**src/hdl/rar_pkg.sv**
```systemverilog
// ----------------------------------------------------------------------------
// rar_pkg: shared definitions for the rational arithmetic reducer
// Widths, operation and status codes, and the work record that the front end
// hands to the reduction engine.
// ----------------------------------------------------------------------------
package rar_pkg;

	localparam int OPERAND_WIDTH = 16;
	localparam int PROD_W        = 2 * OPERAND_WIDTH;
	localparam int NMAG_W        = PROD_W + 1;
	localparam int RES_NUM_W     = 33;
	localparam int RES_DEN_W     = 31;
	localparam int EXT_W         = (NMAG_W > RES_NUM_W) ? NMAG_W : RES_NUM_W;
	localparam int DIV_CNT_W     = $clog2(NMAG_W);

	localparam int IN_DATA_W     = ((4 * OPERAND_WIDTH + 7) / 8) * 8;
	localparam int IN_USER_W     = 2;
	localparam int OUT_DATA_W    = ((RES_NUM_W + RES_DEN_W + 7) / 8) * 8;
	localparam int OUT_USER_W    = 2;

	localparam int QUEUE_DEPTH   = 2;
	localparam int QPTR_W        = (QUEUE_DEPTH > 1) ? $clog2(QUEUE_DEPTH) : 1;
	localparam int QCNT_W        = $clog2(QUEUE_DEPTH + 1);

	typedef enum logic [1:0] {
		MODE_ADD,
		MODE_SUB,
		MODE_MUL,
		MODE_DIV
	} mode_t;

	typedef enum logic [1:0] {
		ST_OK,
		ST_ZERO_DEN,
		ST_DIV_ZERO
	} status_t;

	typedef struct packed {
		status_t             status;
		logic                neg;
		logic [NMAG_W-1:0]   nmag;
		logic [PROD_W-1:0]   dmag;
	} work_t;

endpackage

```
**src/hdl/rar_front.sv**
```systemverilog
// ----------------------------------------------------------------------------
// rar_front: request intake and cross multiplication
// Checks each request for bad denominators, forms the unreduced numerator
// and denominator magnitudes with their sign, and pushes the work record.
// ----------------------------------------------------------------------------
module rar_front (
	input  logic                          clk,
	input  logic                          arst_n,
	input  logic                          in_valid,
	output logic                          in_ready,
	input  logic [rar_pkg::IN_DATA_W-1:0] in_data,
	input  logic [rar_pkg::IN_USER_W-1:0] in_user,
	output logic                          wr_valid,
	input  logic                          wr_ready,
	output rar_pkg::work_t                wr_entry
);
	import rar_pkg::*;

	function automatic logic [OPERAND_WIDTH-1:0] mag_of(input logic [OPERAND_WIDTH-1:0] v);
		mag_of = v[OPERAND_WIDTH-1] ? (~v + 1'b1) : v;
	endfunction

	logic                     adv;
	logic [OPERAND_WIDTH-1:0] na, da, nb, db;
	logic [OPERAND_WIDTH-1:0] na_m, da_m, nb_m, db_m;
	logic                     na_s, da_s, nb_s, db_s;
	mode_t                    mode_in;
	status_t                  status_in;

	logic                     v_s1, v_s2, v_s3;
	mode_t                    mode_s1, mode_s2;
	status_t                  status_s1, status_s2;
	logic [OPERAND_WIDTH-1:0] x1_s1, y1_s1, x2_s1, y2_s1, x3_s1, y3_s1;
	logic                     sgn1_s1, sgn2_s1, sgn3_s1;
	logic [PROD_W-1:0]        p1_s2, p2_s2, p3_s2;
	logic                     sgn1_s2, sgn2_s2, sgn3_s2;
	work_t                    entry_s3;

	logic [NMAG_W-1:0]        a_ext, b_ext, sum, d_ab, d_ba;
	logic [NMAG_W-1:0]        nmag;
	logic                     nneg;

	assign na = in_data[OPERAND_WIDTH-1:0];
	assign da = in_data[2*OPERAND_WIDTH-1:OPERAND_WIDTH];
	assign nb = in_data[3*OPERAND_WIDTH-1:2*OPERAND_WIDTH];
	assign db = in_data[4*OPERAND_WIDTH-1:3*OPERAND_WIDTH];

	assign na_m = mag_of(na);
	assign da_m = mag_of(da);
	assign nb_m = mag_of(nb);
	assign db_m = mag_of(db);
	assign na_s = na[OPERAND_WIDTH-1];
	assign da_s = da[OPERAND_WIDTH-1];
	assign nb_s = nb[OPERAND_WIDTH-1];
	assign db_s = db[OPERAND_WIDTH-1];

	assign mode_in = mode_t'(in_user[1:0]);

	always_comb begin
		if (da == '0 || db == '0) begin
			status_in = ST_ZERO_DEN;
		end else if (mode_in == MODE_DIV && nb == '0) begin
			status_in = ST_DIV_ZERO;
		end else begin
			status_in = ST_OK;
		end
	end

	assign adv      = !v_s3 || wr_ready;
	assign in_ready = adv;

	always_ff @(posedge clk or negedge arst_n) begin
		if (!arst_n) begin
			v_s1 <= 1'b0;
			v_s2 <= 1'b0;
			v_s3 <= 1'b0;
		end else if (adv) begin
			v_s1 <= in_valid;
			v_s2 <= v_s1;
			v_s3 <= v_s2;
		end
	end

	assign a_ext = NMAG_W'(p1_s2);
	assign b_ext = NMAG_W'(p2_s2);
	assign sum   = a_ext + b_ext;
	assign d_ab  = a_ext - b_ext;
	assign d_ba  = b_ext - a_ext;

	always_comb begin
		nmag = a_ext;
		nneg = sgn1_s2;
		case (mode_s2)
			MODE_ADD, MODE_SUB: begin
				if (sgn1_s2 == sgn2_s2) begin
					nmag = sum;
				end else if (p1_s2 >= p2_s2) begin
					nmag = d_ab;
				end else begin
					nmag = d_ba;
					nneg = sgn2_s2;
				end
			end
			default: begin
				nmag = a_ext;
				nneg = sgn1_s2;
			end
		endcase
	end

	always_ff @(posedge clk) begin
		if (adv) begin
			mode_s1   <= mode_in;
			status_s1 <= status_in;
			x1_s1     <= na_m;
			y1_s1     <= (mode_in == MODE_MUL) ? nb_m : db_m;
			x2_s1     <= nb_m;
			y2_s1     <= da_m;
			x3_s1     <= da_m;
			y3_s1     <= (mode_in == MODE_DIV) ? nb_m : db_m;
			sgn1_s1   <= na_s ^ ((mode_in == MODE_MUL) ? nb_s : db_s);
			sgn2_s1   <= nb_s ^ da_s ^ (mode_in == MODE_SUB);
			sgn3_s1   <= da_s ^ ((mode_in == MODE_DIV) ? nb_s : db_s);

			mode_s2   <= mode_s1;
			status_s2 <= status_s1;
			p1_s2     <= PROD_W'(x1_s1) * PROD_W'(y1_s1);
			p2_s2     <= PROD_W'(x2_s1) * PROD_W'(y2_s1);
			p3_s2     <= PROD_W'(x3_s1) * PROD_W'(y3_s1);
			sgn1_s2   <= sgn1_s1;
			sgn2_s2   <= sgn2_s1;
			sgn3_s2   <= sgn3_s1;

			entry_s3.status <= status_s2;
			entry_s3.neg    <= nneg ^ sgn3_s2;
			entry_s3.nmag   <= nmag;
			entry_s3.dmag   <= p3_s2;
		end
	end

	assign wr_valid = v_s3;
	assign wr_entry = entry_s3;

endmodule

```
**src/hdl/rar_queue.sv**
```systemverilog
// ----------------------------------------------------------------------------
// rar_queue: work queue between front end and reduction engine
// A small register FIFO that lets either side stall on its own.
// ----------------------------------------------------------------------------
module rar_queue (
	input  logic           clk,
	input  logic           arst_n,
	input  logic           wr_valid,
	output logic           wr_ready,
	input  rar_pkg::work_t wr_entry,
	output logic           rd_valid,
	input  logic           rd_ready,
	output rar_pkg::work_t rd_entry
);
	import rar_pkg::*;

	work_t             mem_q [QUEUE_DEPTH];
	logic [QPTR_W-1:0] wr_ptr_q, rd_ptr_q;
	logic [QCNT_W-1:0] cnt_q;
	logic              do_wr, do_rd;

	assign wr_ready = (cnt_q != QCNT_W'(QUEUE_DEPTH));
	assign rd_valid = (cnt_q != '0);
	assign do_wr    = wr_valid && wr_ready;
	assign do_rd    = rd_valid && rd_ready;
	assign rd_entry = mem_q[rd_ptr_q];

	always_ff @(posedge clk or negedge arst_n) begin
		if (!arst_n) begin
			wr_ptr_q <= '0;
			rd_ptr_q <= '0;
			cnt_q    <= '0;
		end else begin
			if (do_wr) begin
				wr_ptr_q <= (wr_ptr_q == QPTR_W'(QUEUE_DEPTH - 1)) ? '0 : wr_ptr_q + 1'b1;
			end
			if (do_rd) begin
				rd_ptr_q <= (rd_ptr_q == QPTR_W'(QUEUE_DEPTH - 1)) ? '0 : rd_ptr_q + 1'b1;
			end
			if (do_wr && !do_rd) begin
				cnt_q <= cnt_q + 1'b1;
			end else if (do_rd && !do_wr) begin
				cnt_q <= cnt_q - 1'b1;
			end
		end
	end

	always_ff @(posedge clk) begin
		if (do_wr) begin
			mem_q[wr_ptr_q] <= wr_entry;
		end
	end

endmodule

```
**src/hdl/rar_back.sv**
```systemverilog
// ----------------------------------------------------------------------------
// rar_back: gcd reduction engine
// Strips common factors of two, runs a binary gcd on the rest, then divides
// numerator and denominator by the odd gcd one quotient bit per cycle.
// ----------------------------------------------------------------------------
module rar_back (
	input  logic                           clk,
	input  logic                           arst_n,
	input  logic                           rd_valid,
	output logic                           rd_ready,
	input  rar_pkg::work_t                 rd_entry,
	output logic                           out_valid,
	input  logic                           out_ready,
	output logic [rar_pkg::OUT_DATA_W-1:0] out_data,
	output logic [rar_pkg::OUT_USER_W-1:0] out_user
);
	import rar_pkg::*;

	typedef enum logic [2:0] {
		B_IDLE,
		B_TWOS,
		B_GCD,
		B_DIV,
		B_DONE
	} state_t;

	state_t                 state_q;
	logic [NMAG_W-1:0]      u_q, v_q, g_q, n_q, d_q, rn_q, rd_q;
	logic [DIV_CNT_W-1:0]   cnt_q;
	logic                   neg_q;
	status_t                status_q;
	logic                   out_valid_q;
	logic [OUT_DATA_W-1:0]  out_data_q;
	logic [OUT_USER_W-1:0]  out_user_q;

	logic                   u_gt_v;
	logic [NMAG_W-1:0]      u_m_v, v_m_u;
	logic [NMAG_W:0]        rn_sh, rd_sh, g_ext, rn_sub, rd_sub;
	logic                   n_fit, d_fit;
	logic [EXT_W-1:0]       num_ext;
	logic [RES_NUM_W-1:0]   res_num;
	logic [RES_DEN_W-1:0]   res_den;

	assign u_gt_v = (u_q > v_q);
	assign u_m_v  = u_q - v_q;
	assign v_m_u  = v_q - u_q;

	assign g_ext  = {1'b0, g_q};
	assign rn_sh  = {rn_q, n_q[NMAG_W-1]};
	assign rd_sh  = {rd_q, d_q[NMAG_W-1]};
	assign rn_sub = rn_sh - g_ext;
	assign rd_sub = rd_sh - g_ext;
	assign n_fit  = (rn_sh >= g_ext);
	assign d_fit  = (rd_sh >= g_ext);

	assign num_ext = neg_q ? (EXT_W'(0) - EXT_W'(n_q)) : EXT_W'(n_q);
	assign res_num = num_ext[RES_NUM_W-1:0];
	assign res_den = RES_DEN_W'(d_q);

	assign rd_ready  = (state_q == B_IDLE);
	assign out_valid = out_valid_q;
	assign out_data  = out_data_q;
	assign out_user  = out_user_q;

	always_ff @(posedge clk or negedge arst_n) begin
		if (!arst_n) begin
			state_q     <= B_IDLE;
			out_valid_q <= 1'b0;
		end else begin
			if (out_valid_q && out_ready && state_q != B_DONE) begin
				out_valid_q <= 1'b0;
			end
			case (state_q)
				B_IDLE: begin
					if (rd_valid) begin
						if (rd_entry.status != ST_OK || rd_entry.nmag == '0) begin
							state_q <= B_DONE;
						end else begin
							state_q <= B_TWOS;
						end
					end
				end
				B_TWOS: begin
					if (u_q[0] || v_q[0]) begin
						state_q <= B_GCD;
					end
				end
				B_GCD: begin
					if (u_q == v_q) begin
						state_q <= B_DIV;
					end
				end
				B_DIV: begin
					if (cnt_q == DIV_CNT_W'(NMAG_W - 1)) begin
						state_q <= B_DONE;
					end
				end
				B_DONE: begin
					if (!out_valid_q || out_ready) begin
						out_valid_q <= 1'b1;
						state_q     <= B_IDLE;
					end
				end
				default: begin
					state_q <= B_IDLE;
				end
			endcase
		end
	end

	always_ff @(posedge clk) begin
		case (state_q)
			B_IDLE: begin
				status_q <= rd_entry.status;
				neg_q    <= 1'b0;
				u_q      <= rd_entry.nmag;
				v_q      <= NMAG_W'(rd_entry.dmag);
				n_q      <= '0;
				d_q      <= (rd_entry.status == ST_OK) ? NMAG_W'(1) : '0;
				if (rd_entry.status == ST_OK && rd_entry.nmag != '0) begin
					neg_q <= rd_entry.neg;
				end
			end
			B_TWOS: begin
				if (u_q[0] || v_q[0]) begin
					n_q <= u_q;
					d_q <= v_q;
				end else begin
					u_q <= {1'b0, u_q[NMAG_W-1:1]};
					v_q <= {1'b0, v_q[NMAG_W-1:1]};
				end
			end
			B_GCD: begin
				if (u_q == v_q) begin
					g_q   <= u_q;
					rn_q  <= '0;
					rd_q  <= '0;
					cnt_q <= '0;
				end else if (!u_q[0]) begin
					u_q <= {1'b0, u_q[NMAG_W-1:1]};
				end else if (!v_q[0]) begin
					v_q <= {1'b0, v_q[NMAG_W-1:1]};
				end else if (u_gt_v) begin
					u_q <= {1'b0, u_m_v[NMAG_W-1:1]};
				end else begin
					v_q <= {1'b0, v_m_u[NMAG_W-1:1]};
				end
			end
			B_DIV: begin
				rn_q  <= n_fit ? rn_sub[NMAG_W-1:0] : rn_sh[NMAG_W-1:0];
				rd_q  <= d_fit ? rd_sub[NMAG_W-1:0] : rd_sh[NMAG_W-1:0];
				n_q   <= {n_q[NMAG_W-2:0], n_fit};
				d_q   <= {d_q[NMAG_W-2:0], d_fit};
				cnt_q <= cnt_q + 1'b1;
			end
			B_DONE: begin
				if (!out_valid_q || out_ready) begin
					out_data_q <= OUT_DATA_W'({res_den, res_num});
					out_user_q <= OUT_USER_W'(status_q);
				end
			end
			default: begin
				cnt_q <= '0;
			end
		endcase
	end

endmodule

```
**src/hdl/rational_arithmetic_reduce.sv**
```systemverilog
// ----------------------------------------------------------------------------
// rational_arithmetic_reduce: fraction add, subtract, multiply and divide
// Two signed fractions and an operation come in; the exact result leaves
// reduced to lowest terms with a positive denominator, or with an error
// status and a zero result.
//
//   Channel   Direction  tdata (low bit first)                tuser
//   s_axis    in         num_a, den_a, num_b, den_b           mode
//   m_axis    out        result_num[32:0], result_den[30:0]   status
//
// A request passes the registered stages s1, s2 and s3 of the multiply front
// end, then waits in a two-entry queue for the reduction engine. An error or
// a zero result goes from idle straight to done; otherwise the engine strips
// the common factors of two, runs the binary gcd steps and then the
// bit-serial divider over the 33-bit quotient width. It takes a new request
// only back in idle, once the previous result is in the output register.
// Reset clears all handshake state at once; there is no clearing pass.
// A stalled m_axis holds one result while the engine and queue keep working.
// ----------------------------------------------------------------------------
module rational_arithmetic_reduce (
	input  logic                           clk,
	input  logic                           arst_n,
	input  logic                           s_axis_tvalid,
	output logic                           s_axis_tready,
	// num_a, den_a, num_b, den_b
	input  logic [rar_pkg::IN_DATA_W-1:0]  s_axis_tdata,
	// mode
	input  logic [rar_pkg::IN_USER_W-1:0]  s_axis_tuser,
	output logic                           m_axis_tvalid,
	input  logic                           m_axis_tready,
	// result_num, result_den
	output logic [rar_pkg::OUT_DATA_W-1:0] m_axis_tdata,
	// status
	output logic [rar_pkg::OUT_USER_W-1:0] m_axis_tuser
);
	import rar_pkg::*;

	logic  q_wr_valid, q_wr_ready, q_rd_valid, q_rd_ready;
	work_t q_wr_entry, q_rd_entry;

	rar_front u_front (
		.clk      (clk),
		.arst_n   (arst_n),
		.in_valid (s_axis_tvalid),
		.in_ready (s_axis_tready),
		.in_data  (s_axis_tdata),
		.in_user  (s_axis_tuser),
		.wr_valid (q_wr_valid),
		.wr_ready (q_wr_ready),
		.wr_entry (q_wr_entry)
	);

	rar_queue u_queue (
		.clk      (clk),
		.arst_n   (arst_n),
		.wr_valid (q_wr_valid),
		.wr_ready (q_wr_ready),
		.wr_entry (q_wr_entry),
		.rd_valid (q_rd_valid),
		.rd_ready (q_rd_ready),
		.rd_entry (q_rd_entry)
	);

	rar_back u_back (
		.clk       (clk),
		.arst_n    (arst_n),
		.rd_valid  (q_rd_valid),
		.rd_ready  (q_rd_ready),
		.rd_entry  (q_rd_entry),
		.out_valid (m_axis_tvalid),
		.out_ready (m_axis_tready),
		.out_data  (m_axis_tdata),
		.out_user  (m_axis_tuser)
	);

endmodule

```
**config.mk**
```make
export PLATFORM = sky130hd
export DESIGN_NAME = rational_arithmetic_reduce
export DESIGN_NICKNAME = d
export VERILOG_FILES = /design/src/hdl/rar_pkg.sv /design/src/hdl/rar_front.sv /design/src/hdl/rar_queue.sv /design/src/hdl/rar_back.sv /design/src/hdl/rational_arithmetic_reduce.sv
export SDC_FILE = /design/constraint.sdc
export NUM_CORES = 2
export LEC_CHECK = 0
export BUFFER_PORTS_ARGS = -buffer_cell sky130_fd_sc_hd__buf_4
export CORE_ASPECT_RATIO = 0.9
export CORE_MARGIN = 2
export CORE_UTILIZATION = 25
export CTS_BUF_LIST = sky130_fd_sc_hd__clkbuf_4
export CTS_CLUSTER_SIZE = 24
export DETAILED_ROUTE_END_ITERATION = 7
export PLACE_DENSITY = 0.43
export REMOVE_ABC_BUFFERS = 1
export SLEW_MARGIN = 20
export SYNTH_ARGS = -nofsm -noshare
export SYNTH_HDL_FRONTEND = slang
export SYNTH_SLANG_ARGS = --single-unit
export TNS_END_PERCENT = 20
```
**constraint.sdc**
```tcl
create_clock -name clk -period 27.5 [get_ports clk]
set_input_delay 2.75 -clock clk [delete_from_list [all_inputs] [get_ports clk]]
set_output_delay 2.75 -clock clk [all_outputs]
set_load 0.05 [all_outputs]
```
==> metrics <==
WHS Path Cells=0; post-route insts no fill=approximately 10000; vias in the first global route=49500; Post-Place Cells=roughly 10000; # IOs=about 140; layout cells sized above 1=0.0820; post-route ant nets=0; Slew HR=0.271; Required @ worst endpoint=approximately 28 ns; WS Path Type=reg2reg; synthesized area per cell=9.94 µm²; Finish-stage setup viols=0; Least-Margin Pin Slew=1.09 ns; remaining global-route overflow=0; Synth area leader=edfxtp_1; Final #Nets=7920; reg2reg start=u_front.x2_s1[8]$_DFFE_PP_; Seq/Total Area, Yosys=0.323; count leader, synth=inv_1; first-pass GRT wire length=roughly 300 mm; routability congestion estimate=~0.9; CP max-delay cell=edfxtp_1; Cells after Synth=6604; Post-synth EDFFs=around 700; Root Driver=clkbuf_4; register bit total from synthesis=708; initial antenna violation count=11; CTS H-tree depth=4; Fin Setup TNS=0 ns; share of Yosys cell area claimed by the top area cell type=0.319; Max Clk Rate=~130 MHz; initial DRC count=a little under 3000; Tcrit/Tclk final=0.274; Slew Limit Fails=0; Detailed Place HPWL=151 mm; largest stage delay on the critical path=0.69 ns; drt wl/cell=about 19 µm; worst reg-to-reg path cell count=22; largest net degree at the start of global routing=just over 70; worst-path fanout max=16; R2R setup slack=~20 ns; post-CTS sizing=0; Chip Height=490 µm; via count=approximately 48000; core area=~0.26 mm²; Rows=between 150 and 200; CTS Hold Bufs=0; RR Endpoint=u_front.p2_s2[30]$_DFFE_PP_; Final Hold Violating Endpoints=0; commonest register cell after synthesis=edfxtp_1; Worst-path clk slew=about 0.080 ns; TritonRoute pass-1 iters=6; synth top area cells=edfxtp_1, fa_1, ha_1; YS warnings=0; Synth top cells by count=inv_1, nand2_1, edfxtp_1; residual DRC count=0; min cycle time layout=approximately 7.5 ns; TritonCTS Buffers=199; asr flop ratio synth=0.0155; crit start category=flip-flop; unrepaired setup endpoints after global routing=false; Die X=~540 µm; worst hold path class=reg2reg; clock insertion delay at the later pin of the skew report=~1.2 ns; worst hold start=u_front.wr_entry[39]$_DFFE_PP_; # Max-Cap Violations=0; CTS tree=built; Worst path most repeated cell=fa_1; # port buffers=around 140; postcts setup bufs=0; Max Buffers Root-to-Sink=4; Area Growth Syn to Fin=11.2%; vias per cell=roughly 4.6; Starting Density=0.251; WL final=roughly 200 mm; hold endpoint=u_queue.mem_q[0][39]$_DFFE_PP_; crit-path cells=and2_1 > fa_1 > inv_1 > fa_1 > fa_1 > inv_1 > fa_1 > fa_1 > inv_1 > fa_1 > inv_1 > ha_1 > a21o_1 > o21a_1 > o21ai_0 > or4b_2 > o221ai_1 > o21ai_0 > a221oi_1 > o21bai_1 > a21oi_1 > xnor2_1; clock skew=about 0.21 ns; clock sink count=between 700 and 800; post-synth cell types=85; die area=about 0.27 mm²; status=completed; crit path capture type=flip-flop; Cell Area, Synth=0.0657 mm²; Worst Path Arrival=between 8 and 9 ns; total track usage=0.147
==> cell families after synthesis <==
family                   after synthesis  share of synthesized area
AO/OA/AOI/OAI                       1139                      0.112
AND/OR/NAND/NOR                     1860                      0.137
multiplexers                         200                     0.0307
buffers and inverters               1249                     0.0716
adder cells (fa/ha/maj)             1136                      0.284
flip-flops                           708                      0.323
XOR/XNOR                             312                     0.0416
==> final cells by class <==
class | count | area [µm²]
antenna | 5 | 12.5
clock buffer | 278 | 2090
clock inverter | 66 | 377
fill | 27700 | 188000
inverter | 964 | 3620
multi-input combinational | 4647 | 39900
sequential | 708 | 21200
tap | 3510 | 4390
timing repair buffer | 194 | 1460
==> metrics by stage <==
step | setup WS [ns] | cell area [µm²] | util | hold slack (ns)
floorplan | 17.64 | 64600 | - | 0.400
detailed placement | 20.04 | 70500 | 0.270 | 0.405
global route | 19.63 | 73000 | 0.280 | 0.402
global placement | 20.08 | 70500 | 0.270 | 0.401
CTS | 20.04 | 73000 | 0.279 | 0.384
finish | 19.98 | 73000 | 0.280 | 0.383
==> worst max-delay path: cells and delay by family (launching register included) <==
kind	cells	cell delay, ns
fa+ha+maj	7	3.30
compound gates	8	2.00
simple gates	2	0.93
flops	1	0.69
buf+inv	4	0.20
xor+xnor	1	0.08
==> how the worst max path moves through the flow <==
stage                                       startpoint                           to  slack (ns)
after floorplan           u_queue.cnt_q[1]$_DFFE_PN0P_                s_axis_tready       17.64
after detailed placement    u_front.y2_s1[5]$_DFFE_PP_  u_front.p3_s2[31]$_DFFE_PP_       20.04
after CTS                   u_front.x2_s1[8]$_DFFE_PP_  u_front.p2_s2[30]$_DFFE_PP_       20.04
after global placement      u_front.y2_s1[5]$_DFFE_PP_  u_front.p3_s2[31]$_DFFE_PP_       20.08
after global routing        u_front.y2_s1[5]$_DFFE_PP_  u_front.p3_s2[31]$_DFFE_PP_       19.63
final                       u_front.x2_s1[8]$_DFFE_PP_  u_front.p2_s2[30]$_DFFE_PP_       19.98
==> layer usage <==
| layer | vias up | GRT usage | wire [µm] |
|---|---|---|---|
| li1 | 22600 | - | - |
| met4 | 6 | 0.0431 | 5690 |
| met2 | 1293 | 0.225 | 86900 |
| met5 | - | 0 | 35 |
| met3 | 289 | 0.0260 | 10600 |
| met1 | 23800 | 0.211 | 94900 |
==> sequential cells by signal, summed over array words and instances, names as in the netlist, 33 cells and up <==
register and flops:
u_back.rn_q 33, u_front.wr_entry 68, u_back.out_data 64, u_back.g_q 33
u_back.d_q 33, u_queue.mem_q 136, u_back.rd_q 33, u_back.n_q 33
u_back.u_q 33
==> layout by cell type (no fill, tap or decap), types with 52 or more instances in the layout <==
| cell | netlist | routed |
|---|---|---|
| inv_1 | 962 | 962 |
| nand2_1 | 716 | 714 |
| edfxtp_1 | 697 | 697 |
| fa_1 | 589 | 589 |
| ha_1 | 547 | 547 |
| and2_1 | 367 | 367 |
| a21oi_1 | 346 | 346 |
| nor2_1 | 321 | 319 |
| clkbuf_4 | 0 | 278 |
| o21ai_0 | 210 | 208 |
| xnor2_1 | 201 | 200 |
| buf_4 | 0 | 193 |
| mux2i_1 | 191 | 191 |
| a21o_1 | 142 | 142 |
| xor2_1 | 111 | 110 |
| nor3_1 | 74 | 73 |
| nand3_1 | 66 | 66 |
| o221ai_1 | 61 | 61 |
| nand4_1 | 52 | 52 |
Power is not shown: default switching activity piles up to over one toggle a cycle in this logic, so the estimate is an artifact.
